### config.mk
export PLATFORM = sky130hd
export DESIGN_NAME = prime_test_and_search
export DESIGN_NICKNAME = d
export VERILOG_FILES = /design/src/design/ptas_pkg.sv /design/src/design/ptas_mod.sv /design/src/design/prime_test_and_search.sv
export SDC_FILE = /design/constraint.sdc
export NUM_CORES = 1
export LEC_CHECK = 0
export BUFFER_PORTS_ARGS = -buffer_cell sky130_fd_sc_hd__buf_2
export CAP_MARGIN = 20
export CORE_MARGIN = 4
export CORE_UTILIZATION = 65
export DETAILED_ROUTE_END_ITERATION = 10
export HOLD_SLACK_MARGIN = 0.05
export PLACE_DENSITY_LB_ADDON = 0.05
export SYNTH_ARGS = -nofsm -noshare
export SYNTH_HDL_FRONTEND = slang
export SYNTH_SLANG_ARGS = --single-unit
### constraint.sdc
create_clock -name clk -period 14 [get_ports clk]
set_clock_uncertainty 0.2 [all_clocks]
set_input_delay 0.7 -clock clk [delete_from_list [all_inputs] [get_ports clk]]
set_output_delay 0.7 -clock clk [all_outputs]
set_load 0.01 [all_outputs]
### src/design/ptas_pkg.sv
// Shared types and codes for the prime test and search block.
// No dependencies; used by ptas_mod and prime_test_and_search.
package ptas_pkg;

  localparam logic [1:0] MODE_TEST = 2'd0;
  localparam logic [1:0] MODE_UP   = 2'd1;
  localparam logic [1:0] MODE_DOWN = 2'd2;

  typedef struct packed {
    logic done;
    logic zero;
  } mod_stat_t;

endpackage

### src/design/ptas_mod.sv
// Bit-serial remainder unit: one dividend bit per cycle, restoring form.
// Depends on ptas_pkg (mod_stat_t).
module ptas_mod #(
  parameter int W = 32
) (
  input  logic                clk,
  input  logic                rst,
  input  logic                start,
  input  logic [W-1:0]        dividend,
  input  logic [W-1:0]        divisor,
  output ptas_pkg::mod_stat_t stat
);

  localparam int CW = $clog2(W);

  logic          busy;
  logic          done;
  logic [W-1:0]  sh;
  logic [W-1:0]  dv;
  logic [W-1:0]  rem;
  logic [W-1:0]  rem_next;
  logic [CW-1:0] cnt;
  logic [W:0]    trial;

  always_comb begin
    trial = {rem, sh[W-1]};
    if (trial >= {1'b0, dv}) begin
      rem_next = W'(trial - {1'b0, dv});
    end else begin
      rem_next = W'(trial);
    end
  end

  always_ff @(posedge clk) begin
    if (rst) begin
      busy <= 1'b0;
      done <= 1'b0;
    end else begin
      done <= 1'b0;
      if (start) begin
        sh   <= dividend;
        dv   <= divisor;
        rem  <= '0;
        cnt  <= CW'(W - 1);
        busy <= 1'b1;
      end else if (busy) begin
        sh  <= {sh[W-2:0], 1'b0};
        rem <= rem_next;
        cnt <= cnt - 1'b1;
        if (cnt == '0) begin
          busy <= 1'b0;
          done <= 1'b1;
        end
      end
    end
  end

  assign stat.done = done;
  assign stat.zero = (rem == '0);

endmodule

### src/design/prime_test_and_search.sv
// Prime test (6k+-1 trial division), next prime at or above, previous prime below.
// Depends on ptas_pkg and ptas_mod (bit-serial remainder unit).
//
//  channel | ports                          | handshake
//  --------+--------------------------------+-------------------------------
//  item in | mode, value                    | taken when start & !busy
//  result  | answer, prime_flag, overflow   | valid for one cycle with done
//
// Each trial divisor runs through the serial remainder unit, and each 6k+-1 pair adds
// one bound check before its two divisors.
// A search repeats the test for every odd candidate up to the prime it finds.
// busy rises in the cycle after an item is taken and falls in the cycle that carries
// done; rst (synchronous) idles the block. The receiver cannot stall.
module prime_test_and_search #(
  parameter int VALUE_WIDTH = 32
) (
  input  logic        clk,
  input  logic        rst,
  input  logic        start,
  input  logic [1:0]  mode,
  input  logic [31:0] value,
  output logic        busy,
  output logic        done,
  output logic [31:0] answer,
  output logic        prime_flag,
  output logic        overflow
);

  localparam int W = VALUE_WIDTH;
  localparam logic [W-1:0] TOP = {W{1'b1}};

  localparam logic [2:0] S_IDLE    = 3'd0;
  localparam logic [2:0] S_SETUP   = 3'd1;
  localparam logic [2:0] S_TEST    = 3'd2;
  localparam logic [2:0] S_WAIT3   = 3'd3;
  localparam logic [2:0] S_CHK     = 3'd4;
  localparam logic [2:0] S_WAITA   = 3'd5;
  localparam logic [2:0] S_WAITB   = 3'd6;
  localparam logic [2:0] S_VERDICT = 3'd7;

  logic [2:0]   state;
  logic [1:0]   mode_r;
  logic [W-1:0] cand;
  logic [W-1:0] d;
  logic [W+1:0] dsq;
  logic         cand_prime;

  logic                mod_start;
  logic [W-1:0]        mod_div;
  ptas_pkg::mod_stat_t mod_stat;

  always_comb begin
    mod_start = 1'b0;
    mod_div   = d;
    unique case (state)
      S_TEST: begin
        mod_start = (cand > W'(3)) && cand[0];
        mod_div   = W'(3);
      end
      S_CHK: begin
        mod_start = !(dsq > {2'b00, cand});
        mod_div   = d;
      end
      S_WAITA: begin
        mod_start = mod_stat.done && !mod_stat.zero;
        mod_div   = d + W'(2);
      end
      default: begin
        mod_start = 1'b0;
        mod_div   = d;
      end
    endcase
  end

  ptas_mod #(.W(W)) u_mod (
    .clk      (clk),
    .rst      (rst),
    .start    (mod_start),
    .dividend (cand),
    .divisor  (mod_div),
    .stat     (mod_stat)
  );

  always_ff @(posedge clk) begin
    if (rst) begin
      state <= S_IDLE;
      done  <= 1'b0;
    end else begin
      done <= 1'b0;
      unique case (state)
        S_IDLE: begin
          if (start) begin
            mode_r <= mode;
            cand   <= W'(value);
            state  <= S_SETUP;
          end
        end
        S_SETUP: begin
          answer     <= '0;
          prime_flag <= 1'b0;
          overflow   <= 1'b0;
          if (mode_r == ptas_pkg::MODE_TEST) begin
            state <= S_TEST;
          end else if (mode_r == ptas_pkg::MODE_UP) begin
            if (cand <= W'(2)) begin
              answer <= 32'd2;
              done   <= 1'b1;
              state  <= S_IDLE;
            end else begin
              cand  <= cand | W'(1);
              state <= S_TEST;
            end
          end else if (mode_r == ptas_pkg::MODE_DOWN) begin
            if (cand <= W'(2)) begin
              done  <= 1'b1;
              state <= S_IDLE;
            end else if (cand == W'(3)) begin
              answer <= 32'd2;
              done   <= 1'b1;
              state  <= S_IDLE;
            end else begin
              cand  <= cand[0] ? cand - W'(2) : cand - W'(1);
              state <= S_TEST;
            end
          end else begin
            done  <= 1'b1;
            state <= S_IDLE;
          end
        end
        S_TEST: begin
          if (cand <= W'(1)) begin
            cand_prime <= 1'b0;
            state      <= S_VERDICT;
          end else if (cand <= W'(3)) begin
            cand_prime <= 1'b1;
            state      <= S_VERDICT;
          end else if (!cand[0]) begin
            cand_prime <= 1'b0;
            state      <= S_VERDICT;
          end else begin
            state <= S_WAIT3;
          end
        end
        S_WAIT3: begin
          if (mod_stat.done) begin
            if (mod_stat.zero) begin
              cand_prime <= 1'b0;
              state      <= S_VERDICT;
            end else begin
              d     <= W'(5);
              dsq   <= (W+2)'(25);
              state <= S_CHK;
            end
          end
        end
        S_CHK: begin
          if (dsq > {2'b00, cand}) begin
            cand_prime <= 1'b1;
            state      <= S_VERDICT;
          end else begin
            state <= S_WAITA;
          end
        end
        S_WAITA: begin
          if (mod_stat.done) begin
            if (mod_stat.zero) begin
              cand_prime <= 1'b0;
              state      <= S_VERDICT;
            end else begin
              state <= S_WAITB;
            end
          end
        end
        S_WAITB: begin
          if (mod_stat.done) begin
            if (mod_stat.zero) begin
              cand_prime <= 1'b0;
              state      <= S_VERDICT;
            end else begin
              d     <= d + W'(6);
              dsq   <= dsq + ({2'b00, d} << 3) + ({2'b00, d} << 2) + (W+2)'(36);
              state <= S_CHK;
            end
          end
        end
        S_VERDICT: begin
          if (mode_r == ptas_pkg::MODE_TEST) begin
            prime_flag <= cand_prime;
            done       <= 1'b1;
            state      <= S_IDLE;
          end else if (mode_r == ptas_pkg::MODE_UP) begin
            if (cand_prime) begin
              answer <= 32'(cand);
              done   <= 1'b1;
              state  <= S_IDLE;
            end else if (cand > TOP - W'(2)) begin
              overflow <= 1'b1;
              done     <= 1'b1;
              state    <= S_IDLE;
            end else begin
              cand  <= cand + W'(2);
              state <= S_TEST;
            end
          end else begin
            if (cand_prime) begin
              answer <= 32'(cand);
              done   <= 1'b1;
              state  <= S_IDLE;
            end else begin
              cand  <= cand - W'(2);
              state <= S_TEST;
            end
          end
        end
        default: begin
          state <= S_IDLE;
        end
      endcase
    end
  end

  assign busy = (state != S_IDLE);

endmodule

After elaboration in Yosys (flattened, before gate mapping)

Cells that the tools add are included.

Flip-flop bits (word level): 242
Word-level logic and storage cells: 190

Add/sub/neg operators: 10
$lt $le $gt $ge: 7
Equal/unequal tests: 35
Mux-type cells: 91
Bitwise operators: 2
Reduce and logical (&&, ||, !) cells: 28

Operators by type and width:

| cell                    | number |
|---|---|
| $mux W32                | 24 |
| $pmux W32 S2            | 3 |
| $mux W34                | 4 |
| $pmux W32 S3            | 1 |
| $add A34 B34 Y34        | 2 |
| $pmux W34 S2            | 1 |
| $add A32 B2 Y32 const B | 2 |
| $le A32 B2 Y1 const B   | 2 |
| $add A34 B6 Y34 const B | 1 |
| $gt A34 B32 Y1          | 1 |
| $ge A33 B32 Y1          | 1 |
| $mux W3                 | 11 |
| $add A32 B3 Y32 const B | 1 |
| $eq A32 B2 Y1 const B   | 1 |
| $gt A32 B2 Y1 const B   | 1 |
| $gt A32 B32 Y1 const B  | 1 |
| $le A32 B1 Y1 const B   | 1 |
| $logic_not A32 Y1       | 1 |
| $sub A32 B1 Y32 const B | 1 |
| $sub A32 B2 Y32 const B | 1 |
| $sub A32 B32 Y32        | 1 |
| $ne A2 B2 Y1 const B    | 15 |
| $mux W1                 | 28 |
| $mux W2                 | 12 |
| other kinds (29)        | 56 |

Depth between registers and ports, before layout

Depth in word-level cells: 8
Mapped depth: 16

Cells and area by module

A second synthesis with hierarchy kept.

Cell total of the unflattened synthesis: 1779
Area total of the unflattened synthesis: 17528.1 um2

Modules (own cells, without submodules):

| module                | instances | cells an instance | area an instance (um2) |
|---|---|---|---|
| prime_test_and_search | 1         | 1218              | 11438.5 |
| ptas_mod              | 1         | 561               | 6089.6 |

Least setup slack after synthesis

No wires, ideal clock.

Kind: register to register
Start: register state[2]
End: register d[10] (enable)
Setup time: 658 ps
Arrival time: 7599 ps
Data required time: 13142 ps
Path slack: 5543 ps
Cell stages (with the launch flop): 6
Buffers on the path: 3
Period minus slack after synthesis: 8457 ps
Path through: dfxtp_1 -> clkbuf_1 -> clkbuf_1 -> buf_1 -> xnor2_1 -> nor4b_1

Word-level cells in the longest chain between the ends: 3
Elaborated cells between the ends (all ways): 8

RTL lines:

| element                                             | line                         | text |
|---|---|---|
| start: declaration                                  | prime_test_and_search.sv:41  | `logic [2:0] state;` |
| start signal: assignment                            | prime_test_and_search.sv:86  | `state <= S_IDLE;` |
| start signal: assignment                            | prime_test_and_search.sv:95  | `state <= S_SETUP;` |
| start signal: assignment                            | prime_test_and_search.sv:103 | `state <= S_TEST;` |
| $eq A3 B2 Y1 / $eq A3 B3 Y1 (equally long branches) | prime_test_and_search.sv:90  | `unique case (state)` |
| $ne A2 B1 Y1 (no line) (tied with other cells)      | -                            |  |
| $reduce_and A6 Y1 (no line) *                       | -                            |  |
| end signal: assignment                              | prime_test_and_search.sv:180 | `d <= d + W'(6);` |
| end: declaration                                    | prime_test_and_search.sv:44  | `logic [W-1:0] d;` |

Every way passes the cells marked *; elsewhere a longest branch is shown, timed or not.
A chain may end at the register's enable or synchronous reset.

Final worst setup path

Start: register cand[13]
End: register u_mod.rem[28], data pin

Word-level cells in the longest chain between the ends: 3
Elaborated cells between the ends (all ways): 5

RTL lines:

| element                                                        | line                                                     | text |
|---|---|---|
| start: declaration                                             | prime_test_and_search.sv:43                              | `logic [W-1:0] cand;` |
| start signal: assignment                                       | prime_test_and_search.sv:94                              | `cand <= W'(value);` |
| start signal: assignment                                       | prime_test_and_search.sv:110                             | `cand <= cand \| W'(1);` |
| start signal: assignment                                       | prime_test_and_search.sv:122                             | `cand <= cand[0] ? cand - W'(2) : cand - W'(1);` |
| $gt A34 B32 Y1 / $gt A32 B2 Y1 (equally long branches)         | prime_test_and_search.sv:61, prime_test_and_search.sv:57 |  |
| $logic_not A1 Y1 / $logic_and A1 B1 Y1 (equally long branches) | prime_test_and_search.sv:61, prime_test_and_search.sv:57 |  |
| $pmux W1 S3 *                                                  | prime_test_and_search.sv:55                              | `unique case (state)` |
| end signal: assignment                                         | ptas_mod.sv:48                                           | `rem <= rem_next;` |
| end: declaration                                               | ptas_mod.sv:20                                           | `logic [W-1:0] rem;` |

Marked as above.

==> run summary <==
For the number of instances in the synthesized netlist, the log shows 1797. Post-CTS timing repair inserted 0 buffers for setup. Clock slew at the register clock pins of the worst setup and hold paths: 60 ps. The longest clock path from root to sink contains 3 buffers. The total wire length is 43200 microns. Share of total power in the clock network: 42.5%.

For the worst IR drop on VDD, the log shows 114 uV. The tightest min-delay check is of the in2reg type. The area taken by flip-flops and latches came out at 0.00709 sq mm. The fill cell total of the finished layout was 1914; the horizontal die dimension was 171 microns. The logs give 6 for the number of optimization iterations in the first detailed-route pass and 0 for the number of violations of the max-capacitance limit. Synthesis produced a netlist with a net count of 2023. Synthesis instantiated 86 different standard cells from the library. The via count of the first global-routing pass is 13500.

TritonCTS built the clock tree. The number of buffers added on ports is 72, and the largest net degree at the start of global routing is 74. The combinational share of power came out at 11.2%. The run gives 46.4% as the sequential share of power. The logs give 0 for the number of buffers added to fix hold violations after cts and 0 for the total of cells resized after clock tree synthesis. The clock sink count was 238; the final antenna diode count was 0. The tools report the critical path launch point type as a register. Data arrives at the worst endpoint at 4830 ps. The final critical path takes up 33.3% of the cycle.

The worst register-to-register path has a depth of 9. Measured on the finished design, the core utilization comes to 72.3%. Each instance of the synthesized netlist takes up on average 9.58 sq um. The count of flip-flops with a built-in enable after synthesis came out at 232. The root buffer cell chosen for the clock tree is sky130_fd_sc_hd__clkbuf_16. For the worst-skew pair, the clock arrives at the later sink with an insertion delay of 540 ps. The post-route netlist has 8.69% of its cells at a drive strength greater than 1. Setup repair after global routing left no endpoint under its margin.

The tightest slew margin relative to the limit is 29.3%. The multi-input combinational cells in the finished layout cover a total of 0.00934 sq mm. The logs give 0 for the final hold violation count and 2070 for the count of nets after finishing. The final-layout setup total negative slack is 0 ps. Setup violations remaining at the end of the flow were counted as 0. For the pin with the worst max-slew slack, the measured transition is 1060 ps. The logs give 1370 uW for the internal power component and 0 for the initial antenna violation count. The run gives 215 MHz as the highest achievable clock rate. Once detail routing completed, the nets flagged for antenna violations numbered 0. The number of stages on the worst hold path was 1. Global routing finished with a remaining overflow of 0.

The number of max-slew violations in the final report was 0; the total number of H-tree levels was 1. For the I/O pin total, the log shows 73. Overall via count from detail_route: 13900. The fraction of registers with async set/reset is 0%.

Clock tree synthesis inserted a total of 27 buffers. The congestion estimate from routability-driven global placement came to 0.927. The post-route total power was 1820 uW; the required time of the critical path was 14170 ps.

The logs give 0 for the final routed DRC violation total and 447 uW for the switching power of the nets. The Yosys step of the flow raised 0 warnings. Most common cell after layout, fill and taps aside: sky130_fd_sc_hd__edfxtp_1. The most used flip-flop cell after synthesis is sky130_fd_sc_hd__edfxtp_1.

The number of placement rows was 59; the global-route wire length before repair was 70100 microns. Capturing element type of the critical path: a register. The initial standard-cell utilization of the core is 66.1%, and the switching part of the total is 24.6%. The post-detailed-route wirelength per cell is 19.6 microns, and the ratio of total power to cell area is 96.5 mW/mm^2.

The library cells used most frequently in the layout, excluding fill and tap cells, are sky130_fd_sc_hd__edfxtp_1 (232), sky130_fd_sc_hd__nand2_1 (192), sky130_fd_sc_hd__ha_1 (158). Global routing used 29.6% of the available tracks. The critical setup path kind is reg2reg. The post-synthesis sequential area ratio was 41.2%. In this run the worst path has a maximum fanout of 73.

The full die area was 0.0292 sq mm; the area of the core was 0.0261 sq mm. Using the TritonRoute via totals, the vias-per-cell ratio works out to 6.31. The initial detailed-routing violation count was 1453; the leakage component of the power was 0.00780 uW. The area growth from synthesis to layout works out to 9.37%.

The netlist area before placement was 0.0172 sq mm; the half-perimeter wire length after detailed placement was 31500 microns. The run finished with clean final reports. The floorplan step set the die height to 171 microns. The worst path needs 4660 ps of the cycle, external delays included. The count of state elements after synthesis works out to 238.
-- Yosys cell counts (all sizes together) (15+ instances only) --
cell	instances	area, sq um
a211oi	15	113
a21o	29	218
a21oi	117	586
a31oi	16	100
buf	21	113
clkbuf	45	203
edfxtp	232	6970
fa	31	621
ha	158	1980
inv	139	522
nand2	192	721
nand2b	17	106
nand3	75	380
nand4	27	169
nor2	151	569
nor3	31	160
nor4	23	150
o21ai	128	641
or3	19	124
xnor2	83	727
xor2	29	254
-- metal layers --
metal | up-vias | GRT usage [%] | routed length [microns] | part of all wire, %
li1 | 6588 | - | - | -
met1 | 6608 | 42.5 | 18800 | 44
met2 | 571 | 46.5 | 19700 | 46
met3 | 115 | 3.44 | 2800 | 6.5
met4 | 0 | 11.4 | 1810 | 4.2
met5 | - | 0 | 0 | 0
-- worst max-delay path: stages, from the launching register on --
cell	delay, ps
sky130_fd_sc_hd__edfxtp_1	510
sky130_fd_sc_hd__or4_2	710
sky130_fd_sc_hd__nor4_1	680
sky130_fd_sc_hd__nand4_1	590
sky130_fd_sc_hd__nand2_1	250
sky130_fd_sc_hd__nor2_1	110
sky130_fd_sc_hd__o31ai_4	350
sky130_fd_sc_hd__buf_4	610
sky130_fd_sc_hd__o21ai_0	280
sky130_fd_sc_hd__a21oi_1	180
-- cells by family after synthesis --
group / share of synthesized area, %
simple gates: 17.0
compound gates: 15.3
flops: 41.2
buf+inv: 5.08
fa+ha+maj: 15.1
xor+xnor: 5.70
mux: 0.647
other cells: 0.0218
-- final cells by class --
type / instances / area share (%)
clock inverters: 16 / 1.36
multi-input cells: 1348 / 49.6
clock buffers: 33 / 3.71
flip-flops and latches: 238 / 37.6
repair buffers: 86 / 2.64
inverters: 143 / 2.85
well taps: 335 / 2.23
-- sequential cells by signal (all words and copies together), names as in the netlist, 2 cells and up --
signal     flops
cand          32
mode_r         2
u_mod.dv      32
state          3
dsq           31
u_mod.sh      32
d             31
u_mod.rem     32
u_mod.cnt      5
answer        32
-- through the flow --
stage | worst slack (ps) | hold slack [ps] | area, sq um | cells
CTS | 9370 | 131 | 18800 | 2197
detailed placement | 9370 | 262 | 17800 | 2148
global route | 9060 | 134 | 18800 | 2199
global placement | 9520 | 245 | 17800 | 2148
floorplan | 5540 | 236 | 17200 | 1797
finish | 9340 | 150 | 18800 | 2199
-- final timing paths --
kind,slack (ps),startpoint,endpoint
setup / recovery,9340,cand[13]$_DFFE_PP_,u_mod.rem[28]$_SDFFCE_PP0P_
hold / removal,150,mode[1],mode_r[1]$_DFFE_PP_
setup reg to reg,9340,cand[13]$_DFFE_PP_,u_mod.rem[28]$_SDFFCE_PP0P_
hold reg to reg,270,u_mod.busy$_SDFF_PP0_,u_mod.busy$_SDFF_PP0_
-- power by group through the flow --
stage,registers [uW],logic (uW),clock network [uW]
6_report,842,203,772
5_1_grt,845,225,808
4_1_cts,841,200,779
3_5_place_dp,856,198,0
3_3_place_gp,854,193,0
2_1_floorplan,845,151,0
(Power assumes the default switching activity.)
